==> src/hdl/swlm_pkg.sv <==
// Shared widths, types and register codes for the smoothed wet lowpass mixer.
`default_nettype none
package swlm_pkg;

    // Field and coefficient formats
    localparam int SAMPLE_BITS = 24;
    localparam int COEF_BITS   = 32;
    localparam int COEF_FRAC   = COEF_BITS - 3;
    localparam int STATE_FRAC  = 12;
    localparam int FB_FRAC     = 7;
    localparam int FB_BITS     = SAMPLE_BITS + FB_FRAC + 1;
    localparam int DIFF_BITS   = FB_BITS + 1;
    localparam int DELAY_BITS  = 48;
    localparam int Q16_BITS    = 17;
    localparam int INT_BITS    = 33;
    localparam int K_BITS      = 20;

    localparam logic [Q16_BITS-1:0] ONE_Q16  = Q16_BITS'(65536);
    localparam logic [K_BITS-1:0]   SMOOTH_K = K_BITS'(429497);

    // Rounding shift amounts
    localparam int SHIFT_BX     = COEF_FRAC - STATE_FRAC;
    localparam int SHIFT_FB     = COEF_FRAC + FB_FRAC - STATE_FRAC;
    localparam int SHIFT_Y      = STATE_FRAC - FB_FRAC;
    localparam int SHIFT_Q32    = 32;
    localparam int SHIFT_MIX    = 16 + FB_FRAC;

    // Shared multiplier operand width covers coefficients, mix difference
    // and the unsigned intensity terms
    localparam int MUL_BITS_0 = (COEF_BITS > DIFF_BITS) ? COEF_BITS : DIFF_BITS;
    localparam int MUL_BITS   = (MUL_BITS_0 > INT_BITS + 1) ? MUL_BITS_0 : INT_BITS + 1;
    localparam int PROD_BITS  = 2 * MUL_BITS;

    // Internal accumulator widths
    localparam int BX_BITS    = COEF_BITS + SAMPLE_BITS - SHIFT_BX + 2;
    localparam int T_BITS     = COEF_BITS + FB_BITS - SHIFT_FB + 1;
    localparam int ACC_BITS_0 = (BX_BITS > T_BITS) ? BX_BITS : T_BITS;
    localparam int ACC_BITS   = ((ACC_BITS_0 > DELAY_BITS) ? ACC_BITS_0 : DELAY_BITS) + 2;

    // Configuration port
    localparam int CFG_IDX_BITS  = 3;
    localparam int CFG_DATA_BITS = COEF_BITS;

    localparam logic [CFG_IDX_BITS-1:0] REG_ENABLE   = 3'd0;
    localparam logic [CFG_IDX_BITS-1:0] REG_HUMIDITY = 3'd1;
    localparam logic [CFG_IDX_BITS-1:0] REG_WET_MIX  = 3'd2;
    localparam logic [CFG_IDX_BITS-1:0] REG_COEF_B0  = 3'd3;
    localparam logic [CFG_IDX_BITS-1:0] REG_COEF_A1  = 3'd4;
    localparam logic [CFG_IDX_BITS-1:0] REG_COEF_A2  = 3'd5;

    typedef logic signed [SAMPLE_BITS-1:0] sample_t;
    typedef logic signed [COEF_BITS-1:0]   coef_t;
    typedef logic        [Q16_BITS-1:0]    q16_t;
    typedef logic signed [MUL_BITS-1:0]    mul_t;
    typedef logic signed [PROD_BITS-1:0]   prod_t;

    // Register file contents as seen by the datapath
    typedef struct packed {
        logic  enable;
        q16_t  humidity;
        q16_t  wet_mix;
        coef_t coef_b0;
        coef_t coef_a1;
        coef_t coef_a2;
    } cfg_t;

    // Request to the shared multiplier
    typedef struct packed {
        logic en;
        mul_t a;
        mul_t b;
    } mul_req_t;

endpackage
`default_nettype wire

==> src/hdl/swlm_ifs.sv <==
// Stream and configuration channel interfaces of the mixer.
`default_nettype none


// Register write channel
interface swlm_cfg_if;
    logic                                   valid;
    logic                                   ready;
    logic [swlm_pkg::CFG_IDX_BITS-1:0]      index;
    logic [swlm_pkg::CFG_DATA_BITS-1:0]     data;

    modport source (output valid, output index, output data, input ready);
    modport sink   (input valid, input index, input data, output ready);
endinterface

`default_nettype wire

==> src/hdl/swlm_regs.sv <==
// Configuration register file of the mixer.
`default_nettype none
module swlm_regs
(
    input  wire logic      clk,
    input  wire logic      rst_n,
    swlm_cfg_if.sink       cfg_ch,
    output swlm_pkg::cfg_t cfg
);

    swlm_pkg::cfg_t cfg_reg;

    // Writes are always taken
    assign cfg_ch.ready = 1'b1;
    assign cfg          = cfg_reg;

    // Register writes; unknown indexes are dropped
    always_ff @(posedge clk or negedge rst_n)
    begin
        if (!rst_n)
        begin
            cfg_reg <= '0;
        end
        else if (cfg_ch.valid)
        begin
            case (cfg_ch.index)
                swlm_pkg::REG_ENABLE:   cfg_reg.enable   <= cfg_ch.data[0];
                swlm_pkg::REG_HUMIDITY: cfg_reg.humidity <= cfg_ch.data[swlm_pkg::Q16_BITS-1:0];
                swlm_pkg::REG_WET_MIX:  cfg_reg.wet_mix  <= cfg_ch.data[swlm_pkg::Q16_BITS-1:0];
                swlm_pkg::REG_COEF_B0:  cfg_reg.coef_b0  <= cfg_ch.data[swlm_pkg::COEF_BITS-1:0];
                swlm_pkg::REG_COEF_A1:  cfg_reg.coef_a1  <= cfg_ch.data[swlm_pkg::COEF_BITS-1:0];
                swlm_pkg::REG_COEF_A2:  cfg_reg.coef_a2  <= cfg_ch.data[swlm_pkg::COEF_BITS-1:0];
                default:                cfg_reg          <= cfg_reg;
            endcase
        end
    end

endmodule
`default_nettype wire

==> src/flat_wrapper.sv <==
// flat-port wrapper written by rule: the top's interface ports become plain ports
module swlm_regs_flat 
  (clk, rst_n, cfg, cfg_ch_valid, cfg_ch_index, cfg_ch_data, cfg_ch_ready);
  swlm_cfg_if cfg_ch_i ();
  input  wire logic clk;
  input  wire logic rst_n;
  output swlm_pkg::cfg_t cfg;
  input wire logic [$bits(cfg_ch_i.valid)-1:0] cfg_ch_valid;
  input wire logic [$bits(cfg_ch_i.index)-1:0] cfg_ch_index;
  input wire logic [$bits(cfg_ch_i.data)-1:0] cfg_ch_data;
  output wire logic [$bits(cfg_ch_i.ready)-1:0] cfg_ch_ready;
  assign cfg_ch_i.valid = cfg_ch_valid;
  assign cfg_ch_i.index = cfg_ch_index;
  assign cfg_ch_i.data = cfg_ch_data;
  assign cfg_ch_ready = cfg_ch_i.ready;
  swlm_regs u_core (.clk(clk), .rst_n(rst_n), .cfg_ch(cfg_ch_i), .cfg(cfg));
endmodule
==> config.mk <==
export PLATFORM = sky130hd
export DESIGN_NAME = swlm_regs_flat
export DESIGN_NICKNAME = d
export VERILOG_FILES = /design/src/hdl/swlm_pkg.sv /design/src/hdl/swlm_ifs.sv /design/src/hdl/swlm_regs.sv /design/src/flat_wrapper.sv
export SDC_FILE = /design/constraint.sdc
export NUM_CORES = 1
export LEC_CHECK = 0
export ABC_AREA = 1
export BUFFER_PORTS_ARGS = -buffer_cell sky130_fd_sc_hd__clkbuf_2
export CORE_MARGIN = 4
export CORE_UTILIZATION = 56
export CTS_BUF_LIST = sky130_fd_sc_hd__clkbuf_4 sky130_fd_sc_hd__clkbuf_8
export CTS_CLUSTER_DIAMETER = 60
export CTS_CLUSTER_SIZE = 12
export DETAILED_ROUTE_END_ITERATION = 10
export GPL_ROUTABILITY_DRIVEN = 1
export HOLD_SLACK_MARGIN = 0.02
export PLACE_DENSITY = 0.87
export SLEW_MARGIN = 20
export SYNTH_ARGS = -nofsm -noshare
export SYNTH_HDL_FRONTEND = slang
export SYNTH_SLANG_ARGS = --single-unit
export TNS_END_PERCENT = 100
==> constraint.sdc <==
create_clock -name clk -period 0.85 [get_ports clk]
set_input_delay 0.17 -clock clk [delete_from_list [all_inputs] [get_ports clk]]
set_output_delay 0.17 -clock clk [all_outputs]
set_load 0.05 [all_outputs]
==> results of run 1 <==
==> cells in the mapped netlist <==
library cell	count
sky130_fd_sc_hd__inv_1	3
sky130_fd_sc_hd__nand2_1	332
sky130_fd_sc_hd__nor2_4	2
sky130_fd_sc_hd__conb_1	1
sky130_fd_sc_hd__nand3_1	67
sky130_fd_sc_hd__buf_6	6
sky130_fd_sc_hd__nand2_4	1
sky130_fd_sc_hd__nor2_8	1
sky130_fd_sc_hd__buf_2	16
sky130_fd_sc_hd__nand2_2	3
sky130_fd_sc_hd__nor2_2	3
sky130_fd_sc_hd__dfrtp_1	131
sky130_fd_sc_hd__inv_2	3
sky130_fd_sc_hd__clkbuf_1	3
sky130_fd_sc_hd__buf_4	5
==> cells by family after synthesis <==
logic type    Yosys count
buf+inv                36
simple gates          409
flops                 131
other cells             1
==> repair_timing <==
action,4_1_cts
endpoints found under the setup margin,131
setup buffers,48
gates resized for setup,262
pin swaps,0
endpoints found under the hold margin,172
hold buffers,16
cloned,0
==> metrics by stage <==
step / instances / hold slack (ns) / setup slack [ns] / cell area [µm²]
4_1_cts: 950 / 0.0226 / -0.351 / 8430
3_3_place_gp: 854 / 0.0453 / -0.242 / 6290
3_5_place_dp: 854 / 0.0486 / -0.346 / 6290
2_1_floorplan: 577 / -0.126 / -0.0243 / 5200
==> out/qor.txt, run 1 <==
=====================================================================================================
Number of synthesis warnings ...........................................................            0
Critical endpoint after global-route timing repair .....................................     cfg[126]
Post-synth net total ...................................................................          615
Initial core utilization ...............................................................        0.585
Clock Sinks ............................................................................          131
Largest family of logic cells by synthesized area ...................................... simple AND/OR/NAND/NOR gates
Compound-Gate Fraction of Synth Area ...................................................            0
Seq/Total Area, Yosys ..................................................................        0.634
Last weighted congestion value of the routability-driven placer ........................        0.887
Simple-gate share of the synthesized area ..............................................        0.323
Half-perimeter wire length of the detailed placement result ............................    10,700 µm
Gate count of the mapped netlist .......................................................          577
Standard-cell row count ................................................................           34
Distinct cell type count of the synthesized netlist ....................................           15
Xor and xnor area share after synthesis ................................................            0
Netlist area before placement ..........................................................     5170 µm²
Halt Stage ............................................................................. global routing
Number of I/O port buffers .............................................................          168
Ranking of synthesized cells by area ................................................... sky130_fd_sc_hd__dfrtp_1 63%, sky130_fd_sc_hd__nand2_1 24%, sky130_fd_sc_hd__nand3_1 6.5%, sky130_fd_sc_hd__buf_2 1.5%, sky130_fd_sc_hd__buf_6 1.3%
Maximum number of pins on one net before global-route repair ...........................           42
Type of pin the worst path ends at .....................................................  output port
Multiplexer fraction of the synthesized cell area ......................................            0
CTS H-tree lvls ........................................................................            4
Average instance area after synthesis ..................................................     8.97 µm²
Horizontal die dimension ...............................................................       104 µm
IO Pins ................................................................................          170
TritonCTS buffer count .................................................................           17
Height of the chip .....................................................................       104 µm
Post-synthesis share of cell area spent on full adders, half adders and majority gates .            0
#FFs+latches synth .....................................................................          131
CTS root buf ........................................................................... sky130_fd_sc_hd__clkbuf_8
Tool Error ............................................................................. [ERROR DPL-0038] Utilization greater than 100%, impossible to legalize
Outcome ................................................................................ aborted with a tool error
Maximum buffer depth of the clock tree .................................................            2
Largest area contributor in the synthesized netlist .................................... sky130_fd_sc_hd__dfrtp_1
Area share of the largest cell type after synthesis ....................................        0.634
=====================================================================================================
==> run 2: changes to the inputs <==
--- a/config.mk
+++ b/config.mk
@@ -8,14 +8,10 @@
 export ABC_AREA = 1
 export BUFFER_PORTS_ARGS = -buffer_cell sky130_fd_sc_hd__clkbuf_2
 export CORE_MARGIN = 4
-export CORE_UTILIZATION = 56
-export CTS_BUF_LIST = sky130_fd_sc_hd__clkbuf_4 sky130_fd_sc_hd__clkbuf_8
-export CTS_CLUSTER_DIAMETER = 60
-export CTS_CLUSTER_SIZE = 12
+export CORE_UTILIZATION = 40
 export DETAILED_ROUTE_END_ITERATION = 10
 export GPL_ROUTABILITY_DRIVEN = 1
-export HOLD_SLACK_MARGIN = 0.02
-export PLACE_DENSITY = 0.87
+export PLACE_DENSITY_LB_ADDON = 0.15
 export SLEW_MARGIN = 20
 export SYNTH_ARGS = -nofsm -noshare
 export SYNTH_HDL_FRONTEND = slang
==> run 2 against run 1 <==
Net effect:
- the flow now finishes, with violations (negative setup slack)
- area after synthesis stayed put
- synthesized cell count did not move
==> out/qor.txt, run 2 <==
=====================================================================================================
Worst r2r src .......................................................................... u_core.cfg[109]$_DFFE_PN0P_
Final design instance area without fill ................................................     8800 µm²
Horizontal die dimension ...............................................................       122 µm
Hold Path Depth ........................................................................            3
Distinct cell type count of the synthesized netlist ....................................           15
Netlist area before placement ..........................................................     5170 µm²
Unrepaired setup endpoints after global routing ........................................          yes
Remaining global-route overflow ........................................................            0
Worst r2r path cells ...................................................................            4
CTS H-tree lvls ........................................................................            4
Share of post-route cells with drive strength above 1 ..................................        0.347
TritonCTS buffer count .................................................................           17
Most frequently used flop master after synthesis ....................................... sky130_fd_sc_hd__dfrtp_1
Startpoint of the lowest-slack hold path ............................................... cfg_ch_data[27]
Largest vdd supply drop ................................................................    0.00130 V
List of cells traversed by the critical path ...........................................        buf_8
Critical path's largest stage delay ....................................................      0.43 ns
Max-slew violation count ...............................................................            0
Arrival time of the worst setup path ...................................................      1.01 ns
Post-layout net count ..................................................................          862
Initial core utilization ...............................................................        0.410
Post-synth EDFFs .......................................................................            0
Number of synthesis warnings ...........................................................            0
Antenna violations before repair .......................................................            0
Clock insertion delay at the later pin of the skew report ..............................      0.41 ns
Slowest stage cell, crit path .......................................................... sky130_fd_sc_hd__dfrtp_1
Met3 track utilization from global routing .............................................       0.0659
Clock Skews ............................................................................         0 ns
Post-synthesis share of cell area spent on full adders, half adders and majority gates .            0
R2r setup slk ..........................................................................     -0.07 ns
Async set-reset flop share out of synthesis ............................................         1.00
Setup crit start kind ..................................................................     register
Xor and xnor area share after synthesis ................................................            0
Floorplan die area .....................................................................   14,800 µm²
Remaining routing DRC violations .......................................................            0
Largest family of logic cells by synthesized area ...................................... simple AND/OR/NAND/NOR gates
# setup viols final ....................................................................          135
Compound-Gate Fraction of Synth Area ...................................................            0
Top Family by Delay on Critical Path ...................................................   flip-flops
Number of routed nets with antenna violations ..........................................            0
Largest area contributor in the synthesized netlist .................................... sky130_fd_sc_hd__dfrtp_1
Height of the chip .....................................................................       122 µm
Violation count after the first detailed-routing iteration .............................          435
Clock Sinks ............................................................................          131
DR vias ................................................................................        4,870
Post-placement setup slack .............................................................    -0.320 ns
Standard-cell row count ................................................................           41
Ratio of routed vias to standard cells .................................................         4.84
Ranking of synthesized cells by area ................................................... sky130_fd_sc_hd__dfrtp_1 63%, sky130_fd_sc_hd__nand2_1 24%, sky130_fd_sc_hd__nand3_1 6.5%, sky130_fd_sc_hd__buf_2 1.5%, sky130_fd_sc_hd__buf_6 1.3%
IO Pins ................................................................................          170
Global Route met2 Usage ................................................................        0.379
Highest net fanout along the worst path ................................................            2
Average instance area after synthesis ..................................................     8.97 µm²
Leading cell type by number of instances after synthesis ............................... sky130_fd_sc_hd__nand2_1
Area share of the largest cell type after synthesis ....................................        0.634
Maximum buffer depth of the clock tree .................................................            2
GRT busiest layer ......................................................................         met2
# Max-Cap Violations ...................................................................            0
Register cell area after layout ........................................................     3280 µm²
GR Layer Usage met1 ....................................................................        0.306
Via count of the first global-routing pass .............................................        5,215
Flip-flop count of the largest register after layout ...................................          131
Simple-gate share of the synthesized area ..............................................        0.323
Final Total Pwr ........................................................................      26.2 mW
Most common library cell in the layout ignoring fill and taps .......................... sky130_fd_sc_hd__nand2_1
#FFs+latches synth .....................................................................          131
Half-perimeter wire length of the detailed placement result ............................    11,000 µm
CTS tree ...............................................................................        built
Post-route setup slack .................................................................    -0.325 ns
Number of fill cells in the layout .....................................................          934
Total wirelength of the detailed-routed design .........................................    17,200 µm
Fin crit period ........................................................................      1.18 ns
Leading cell types by count after synthesis ............................................ 332 x sky130_fd_sc_hd__nand2_1, 131 x sky130_fd_sc_hd__dfrtp_1, 67 x sky130_fd_sc_hd__nand3_1, 16 x sky130_fd_sc_hd__buf_2, 6 x sky130_fd_sc_hd__buf_6
Outcome ................................................................................ complete, but fails checks
Number of I/O port buffers .............................................................          168
Clock slew at reported path FFs ........................................................      0.06 ns
Worst Path Class, Setup ................................................................ register to output pin
Fmax ...................................................................................    0.851 GHz
Final hold violation count .............................................................            0
Placed Cells ...........................................................................          916
Last weighted congestion value of the routability-driven placer ........................        0.838
Count of placed standard cells in the final layout, fillers left out ...................        1,007
CTS root buf ........................................................................... sky130_fd_sc_hd__clkbuf_16
Global-route wire length before repair .................................................    27,000 µm
Endpoint of the worst hold path ........................................................ u_core.cfg[91]$_DFFE_PN0P_
Static Leak ............................................................................      4.71 nW
FF-to-FF End ........................................................................... u_core.cfg[109]$_DFFE_PN0P_
Multiplexer fraction of the synthesized cell area ......................................            0
Final critical-path share of the clock period ..........................................         1.38
Total area of multi-input combinational cells ..........................................     1690 µm²
Power density over the cells ...........................................................  2980 nW/µm²
Seq/Total Area, Yosys ..................................................................        0.634
Failing checks ......................................................................... negative setup slack
Commonest cells after routing, fill and taps aside ..................................... 331 x sky130_fd_sc_hd__nand2_1, 131 x sky130_fd_sc_hd__dfrtp_1, 129 x sky130_fd_sc_hd__buf_8
Core Footprint .........................................................................   12,600 µm²
Synth-to-layout area growth ............................................................        70.1%
Detail-routed net length per standard cell .............................................      17.1 µm
Overall global routing resource usage ..................................................        0.236
Maximum number of pins on one net before global-route repair ...........................           33
Count of buffer and inverter cells on the critical path ................................            1
Setup TNS ..............................................................................    -38.40 ns
CP required ............................................................................      0.68 ns
Gate count of the mapped netlist .......................................................          577
Post-synth net total ...................................................................          615
Antenna diode count ....................................................................            0
Iteration count of the initial detailed-routing pass ...................................            7
Placed standard-cell area ..............................................................     6440 µm²
Class of the tightest hold or removal check ............................................ input pin to register
Type of element capturing the critical path ............................................   output pin
=====================================================================================================
==> run 2: cell counts after synthesis <==
No cell type changed its count.
==> run 2: where the power goes <==
group | total, mW | internal (mW) | switching (mW)
sequential | 8.62 | 7.42 | 1.21
clock | 7.16 | 4.51 | 2.65
combinational | 10.4 | 4.35 | 6.09
total | 26.2 | 16.3 | 9.95
==> run 2: kinds of logic (layout without fill, tap and decap cells) <==
logic type,count (synthesis),after routing
buf+inv,36,294
flops,131,131
other cells,1,1
simple gates,409,409
==> run 2: how the worst max path moves through the flow <==
stage                                   to  cells past startpoint                         from  slack [ns]
5_1_grt                           cfg[125]                      1  u_core.cfg[125]$_DFFE_PN0P_       -0.36
6_report                          cfg[125]                      1  u_core.cfg[125]$_DFFE_PN0P_       -0.33
4_1_cts                            cfg[35]                      1   u_core.cfg[35]$_DFFE_PN0P_       -0.34
3_5_place_dp   u_core.cfg[109]$_DFFE_PN0P_                      7                 cfg_ch_valid       -0.32
3_3_place_gp   u_core.cfg[103]$_DFFE_PN0P_                      7                 cfg_ch_valid       -0.26
2_1_floorplan  u_core.cfg[103]$_DFFE_PN0P_                      7                 cfg_ch_valid       -0.02
==> run 2: final cells by class <==
cell class / instances / area share
flip-flops and latches: 131 / 0.372
repair buffers: 258 / 0.342
multi-input cells: 410 / 0.192
clock buffers: 21 / 0.0535
well taps: 172 / 0.0245
clock inverters: 9 / 0.0121
inverters: 6 / 0.00341
==> run 2: repair_timing <==
item,in CTS,in global routing
endpoints found under the hold margin,146,0
setup endpoints to repair,131,131
gates resized for setup,258,130
buffers inserted,36,13
hold buffers,12,0
==> run 2: stage by stage <==
step / util / hold WS, ns
3_5_place_dp: 0.511 / 0.0516
6_report: 0.697 / 0.0178
5_1_grt: 0.697 / 0.0280
2_1_floorplan: - / -0.126
4_1_cts: 0.677 / 0.00274
3_3_place_gp: 0.511 / 0.0497
==> run 2: metal layers <==
metal / up-vias / routed length, µm / part of all wire
met3: 26 / 1320 / 0.077
met2: 221 / 8540 / 0.50
met4: 0 / 307 / 0.018
met5: - / 0 / 0
met1: 2341 / 7030 / 0.41
li1: 2282 / - / -
Power figures use the tool's default switching activity.
==> run 3: changes to the inputs <==
--- a/config.mk
+++ b/config.mk
@@ -7,7 +7,6 @@
 export LEC_CHECK = 0
 export ABC_AREA = 1
 export BUFFER_PORTS_ARGS = -buffer_cell sky130_fd_sc_hd__clkbuf_2
-export CORE_MARGIN = 4
 export CORE_UTILIZATION = 40
 export DETAILED_ROUTE_END_ITERATION = 10
 export GPL_ROUTABILITY_DRIVEN = 1
==> run 3 against run 2 <==
Net effect:
- the flow still finishes with violations (negative setup slack)
- hold slack worse by 0.014 ns
- fmax down 0.24%
- clock power up 9.1%
- die area down 9.6%
- utilization up 0.30 points
- flip-flop and latch count unchanged
- final area up 0.43%
- critical path type unchanged
- critical endpoint is now cfg[107]
==> out/qor.txt, run 3 (synthesis gave the netlist of run 2 again) <==
==============================================================================
Post-route setup slack ..........................................    -0.328 ns
Maximum number of pins on one net before global-route repair ....           35
Type of element capturing the critical path .....................   output pin
Post-layout net count ...........................................          859
Height of the chip ..............................................       116 µm
Synth-to-layout area growth .....................................        70.8%
Clock Sinks .....................................................          131
Core Footprint ..................................................   12,600 µm²
CTS tree ........................................................        built
Initial core utilization ........................................        0.410
List of cells traversed by the critical path ....................        buf_8
Top Family by Delay on Critical Path ............................   flip-flops
Startpoint of the lowest-slack hold path ........................ cfg_ch_data[28]
Overall global routing resource usage ...........................        0.259
Critical path's largest stage delay .............................      0.42 ns
Endpoint of the worst hold path ................................. u_core.cfg[28]$_DFFE_PN0P_
Last weighted congestion value of the routability-driven placer .        0.799
Clock Skews .....................................................         0 ns
# Max-Cap Violations ............................................            0
Start point of the critical path ................................ u_core.cfg[107]$_DFFE_PN0P_
Clock insertion delay at the later pin of the skew report .......      0.41 ns
Final Total Pwr .................................................      26.8 mW
Final-layout worst hold slack ...................................   0.00406 ns
Commonest cells after routing, fill and taps aside .............. 331 x sky130_fd_sc_hd__nand2_1, 131 x sky130_fd_sc_hd__dfrtp_1, 130 x sky130_fd_sc_hd__buf_8
CTS root buf .................................................... sky130_fd_sc_hd__clkbuf_16
TritonCTS buffer count ..........................................           17
Fraction of power spent switching nets ..........................        0.376
Outcome ......................................................... complete, but fails checks
Worst r2r src ................................................... u_core.cfg[42]$_DFFE_PN0P_
CP required .....................................................      0.68 ns
Class of the tightest hold or removal check ..................... input pin to register
R2r setup slk ...................................................     -0.02 ns
Internal power ..................................................      16.7 mW
Post-placement setup slack ......................................    -0.308 ns
Final critical-path share of the clock period ...................         1.39
Detail-routed net length per standard cell ......................      16.4 µm
Portion of total power attributed to the clock network ..........        0.291
Iteration count of the initial detailed-routing pass ............            5
Ratio of routed vias to standard cells ..........................         4.81
Number of I/O port buffers ......................................          168
Number of routed nets with antenna violations ...................            0
Setup crit start kind ...........................................     register
Max-slew violation count ........................................            0
Count of buffer and inverter cells on the critical path .........            1
Highest net fanout along the worst path .........................            2
DR vias .........................................................        4,837
Clock slew at reported path FFs .................................      0.07 ns
Unrepaired setup endpoints after global routing .................          yes
IO Pins .........................................................          170
Total wirelength of the detailed-routed design ..................    16,500 µm
Power dissipated by switching net loads .........................      10.1 mW
Antenna diode count .............................................            0
Fmax ............................................................    0.849 GHz
Logic pwr share .................................................        0.390
Standard-cell row count .........................................           41
FF-to-FF End .................................................... u_core.cfg[42]$_DFFE_PN0P_
Maximum buffer depth of the clock tree ..........................            2
# setup viols final .............................................          132
Arrival time of the worst setup path ............................      1.01 ns
Half-perimeter wire length of the detailed placement result .....    10,100 µm
Power density over the cells ....................................  3040 nW/µm²
Violation count after the first detailed-routing iteration ......          380
Largest vdd supply drop .........................................    0.00123 V
Remaining global-route overflow .................................            0
Worst r2r path cells ............................................            4
Failing checks .................................................. negative setup slack
Horizontal die dimension ........................................       116 µm
Most common library cell in the layout ignoring fill and taps ... sky130_fd_sc_hd__nand2_1
Global-route wire length before repair ..........................    25,800 µm
Static Leak .....................................................      4.73 nW
Worst Path Class, Setup ......................................... register to output pin
Hold Path Depth .................................................            3
Slowest stage cell, crit path ................................... sky130_fd_sc_hd__dfrtp_1
Flip-flop count of the largest register after layout ............          131
CTS H-tree lvls .................................................            4
Share of post-route cells with drive strength above 1 ...........        0.349
Final hold violation count ......................................            0
Antenna violations before repair ................................            0
Fin crit period .................................................      1.18 ns
Remaining routing DRC violations ................................            0
Via count of the first global-routing pass ......................        4,940
Proportion of power drawn by flip-flops and latches .............        0.319
Floorplan die area ..............................................   13,400 µm²
==============================================================================
==> run 3: changes by cell type in the layout (fill, tap and decap cells not counted), sizes merged <==
cell | before | now
buf | 210 | 209
clkbuf | 57 | 54
clkinvlp | 3 | 2
inv | 6 | 10
dlygate4sd3 | 12 | 10
bufinv | 2 | 4
==> run 3: layout make-up <==
class,count,area [µm²]
well taps,172,215
inverters,6,30.0
flip-flops and latches,131,3280
fillers,922,3780
multi-input cells,410,1690
clock buffers,18,429
repair buffers,255,3000
clock inverters,14,201
==> run 3: worst max-delay path by stage <==
stage	to	slack, ns	cells after the start
floorplan	u_core.cfg[103]$_DFFE_PN0P_	-0.02	7
global placement	u_core.cfg[120]$_DFFE_PN0P_	-0.26	6
detailed placement	u_core.cfg[115]$_DFFE_PN0P_	-0.31	6
CTS	cfg[94]	-0.34	1
global route	cfg[125]	-0.36	1
finish	cfg[107]	-0.33	1
==> run 3: through the flow <==
step / setup TNS [ns] / cell area, µm² / std cells / utilization
6_report: -38.28 / 8840 / 1006 / 0.700
4_1_cts: -41.32 / 8540 / 989 / 0.677
3_5_place_dp: -33.81 / 6400 / 911 / 0.507
2_1_floorplan: -0.217 / 5200 / 577 / -
5_1_grt: -43.11 / 8840 / 1006 / 0.700
3_3_place_gp: -30.67 / 6400 / 911 / 0.507
==> run 3: repair_timing <==
item | in CTS | in global routing
endpoints found under the hold margin | 146 | 0
setup endpoints to repair | 131 | 131
buffers inserted | 36 | 17
resized for setup | 260 | 132
gates cloned | 0 | 0
hold buffers | 10 | 0
pin swaps | 0 | 1
==> run 3: routing by layer <==
layer  up-vias  GRT usage  part of all wire
li1       2283          -                 -
met1      2353      0.327              0.41
met2       175      0.423              0.50
met3        26     0.0847             0.077
met4         0     0.0863             0.017
met5         -          0                 0
==> run 3: power groups by stage <==
stage                     combinational [mW]  clock (mW)  sequential [mW]
after floorplan                         1.12           0             12.3
after global placement                  7.27           0             8.16
after detailed placement                7.33           0             8.19
after CTS                               9.67        7.88             8.26
after global routing                    11.0        8.22             8.68
final                                   10.5        7.81             8.57
==> run 4: changes to the inputs <==
--- a/config.mk
+++ b/config.mk
@@ -8,9 +8,11 @@
 export ABC_AREA = 1
 export BUFFER_PORTS_ARGS = -buffer_cell sky130_fd_sc_hd__clkbuf_2
 export CORE_UTILIZATION = 40
+export CTS_BUF_LIST = sky130_fd_sc_hd__clkbuf_4 sky130_fd_sc_hd__clkbuf_8 sky130_fd_sc_hd__clkbuf_16
 export DETAILED_ROUTE_END_ITERATION = 10
 export GPL_ROUTABILITY_DRIVEN = 1
-export PLACE_DENSITY_LB_ADDON = 0.15
+export PLACE_DENSITY_LB_ADDON = 0.1
+export REMOVE_ABC_BUFFERS = 1
 export SLEW_MARGIN = 20
 export SYNTH_ARGS = -nofsm -noshare
 export SYNTH_HDL_FRONTEND = slang
==> run 4 against run 3 <==
Net effect:
- the flow still finishes with violations (negative setup slack)
- combinational power about the same
- count of clock-buffer cells in the layout rose by 3
- worst setup slack improved by 0.0062 ns
- final area increased by 2.6%
- total power is 0.11% higher
- via count is 1.8% higher
==> out/qor.txt, run 4 (synthesis gave the netlist of run 2 again) <==
===================================================================================
Clock insertion delay at the later pin of the skew report ............      0.41 ns
Floorplan die area ...................................................   13,400 µm²
Count of placed standard cells in the final layout, fillers left out .        1,029
Fin crit period ......................................................      1.17 ns
Flip-flop count of the largest register after layout .................          131
Largest vdd supply drop ..............................................    0.00147 V
Unrepaired setup endpoints after global routing ......................          yes
Maximum number of pins on one net before global-route repair .........           25
Max-slew violation count .............................................            0
Top Family by Delay on Critical Path .................................   flip-flops
Critical path's largest stage delay ..................................      0.42 ns
Commonest cells after routing, fill and taps aside ................... 331 x sky130_fd_sc_hd__nand2_1, 131 x sky130_fd_sc_hd__buf_8, 131 x sky130_fd_sc_hd__dfrtp_1
Ratio of routed vias to standard cells ...............................         4.79
Final hold violation count ...........................................            0
Number of I/O port buffers ...........................................          168
Violation count after the first detailed-routing iteration ...........          253
Proportion of power drawn by flip-flops and latches ..................        0.320
Register cell area after layout ......................................     3280 µm²
TritonCTS buffer count ...............................................           17
Antenna violations before repair .....................................            0
Fmax .................................................................    0.853 GHz
Height of the chip ...................................................       116 µm
Fraction of power spent switching nets ...............................        0.373
List of cells traversed by the critical path .........................        buf_8
Clock slew at reported path FFs ......................................      0.06 ns
IO Pins ..............................................................          170
Power density over the cells .........................................  2960 nW/µm²
Core Footprint .......................................................   12,600 µm²
Detail-routed net length per standard cell ...........................      16.5 µm
Global-route wire length before repair ...............................    25,800 µm
Via count of the first global-routing pass ...........................        4,863
Overall global routing resource usage ................................        0.259
Clock Sinks ..........................................................          131
Remaining routing DRC violations .....................................            0
Remaining global-route overflow ......................................            0
Count of buffer and inverter cells on the critical path ..............            1
Most common library cell in the layout ignoring fill and taps ........ sky130_fd_sc_hd__nand2_1
Highest net fanout along the worst path ..............................            2
Total area of multi-input combinational cells ........................     1690 µm²
Setup crit start kind ................................................     register
Half-perimeter wire length of the detailed placement result ..........      9990 µm
Slowest stage cell, crit path ........................................ sky130_fd_sc_hd__dfrtp_1
Standard-cell row count ..............................................           41
# Max-Cap Violations .................................................            0
# setup viols final ..................................................          133
Type of element capturing the critical path ..........................   output pin
DR vias ..............................................................        4,926
Number of routed nets with antenna violations ........................            0
Initial core utilization .............................................        0.410
CTS H-tree lvls ......................................................            4
CTS root buf ......................................................... sky130_fd_sc_hd__clkbuf_16
Internal power .......................................................      16.8 mW
Number of fill cells in the layout ...................................          934
Antenna diode count ..................................................            0
Logic pwr share ......................................................        0.394
Iteration count of the initial detailed-routing pass .................            5
Post-layout net count ................................................          882
CTS tree .............................................................        built
Synth-to-layout area growth ..........................................        75.4%
Portion of total power attributed to the clock network ...............        0.286
Worst Path Class, Setup .............................................. register to output pin
CP required ..........................................................      0.68 ns
Last weighted congestion value of the routability-driven placer ......        0.758
Share of post-route cells with drive strength above 1 ................        0.359
Placed Cells .........................................................          922
Outcome .............................................................. complete, but fails checks
Total wirelength of the detailed-routed design .......................    17,000 µm
Post-route setup slack ...............................................    -0.322 ns
Clock Skews ..........................................................         0 ns
Maximum buffer depth of the clock tree ...............................            2
Setup TNS ............................................................    -38.75 ns
Class of the tightest hold or removal check .......................... input pin to register
Horizontal die dimension .............................................       116 µm
Failing checks ....................................................... negative setup slack
Final critical-path share of the clock period ........................         1.38
Power dissipated by switching net loads ..............................      10.0 mW
Static Leak ..........................................................      4.85 nW
Arrival time of the worst setup path .................................      1.00 ns
===================================================================================
run 4: per-layer routing:
metal  track usage  share of wire
met5             0              0
met1         0.324           0.41
met4        0.0769          0.015
met2         0.444           0.51
met3        0.0659          0.059
run 4: layout make-up:
cell class / count / area share
flip-flops and latches: 131 / 0.361
clock buffers: 21 / 0.0530
inverters: 6 / 0.00248
repair buffers: 278 / 0.356
clock inverters: 11 / 0.0165
multi-input cells: 410 / 0.187
well taps: 172 / 0.0237
run 4: power groups by stage:
stage                     registers, mW  logic (mW)  clock network (mW)
after CTS                          8.25        9.73                7.83
after detailed placement           8.18        7.33                   0
final                              8.58        10.6                7.68
after global routing               8.70        11.1                8.07
after floorplan                    12.3        1.06                   0
after global placement             8.16        7.26                   0
run 4: what timing repair did:
item | CTS | global route
setup buffers | 39 | 20
hold endpoints to repair | 162 | 0
hold buffers | 16 | 0
resized for setup | 262 | 134
setup endpoints to repair | 131 | 131
pin swaps | 0 | 3
cloned | 0 | 0
run 4: path summary, 6_finish.rpt:
path	from	endpoint	slack, ns	depth (start not counted)
worst min-delay path	cfg_ch_data[13]	u_core.cfg[13]$_DFFE_PN0P_	0.03	3
min in group asynchronous	rst_n	u_core.cfg[127]$_DFFE_PN0P_	0.20	2
max in group asynchronous	rst_n	u_core.cfg[64]$_DFFE_PN0P_	0.22	3
worst min register to register	u_core.cfg[39]$_DFFE_PN0P_	u_core.cfg[39]$_DFFE_PN0P_	0.52	2
worst max register to register	u_core.cfg[76]$_DFFE_PN0P_	u_core.cfg[76]$_DFFE_PN0P_	-0.02	4
worst max-delay path	u_core.cfg[17]$_DFFE_PN0P_	cfg[17]	-0.32	1
run 4: stage by stage:
step           area, µm²  utilization  power, mW  setup slack, ns  hold slack (ns)
6_report            9070        0.719       26.9           -0.322           0.0290
3_3_place_gp        6520        0.516       15.4           -0.254           0.0610
4_1_cts             8750        0.693       25.8           -0.345          0.00852
5_1_grt             9070        0.719       27.8           -0.349           0.0240
2_1_floorplan       4980            -       13.3            -1.03           -0.126
3_5_place_dp        6520        0.516       15.5           -0.287           0.0618
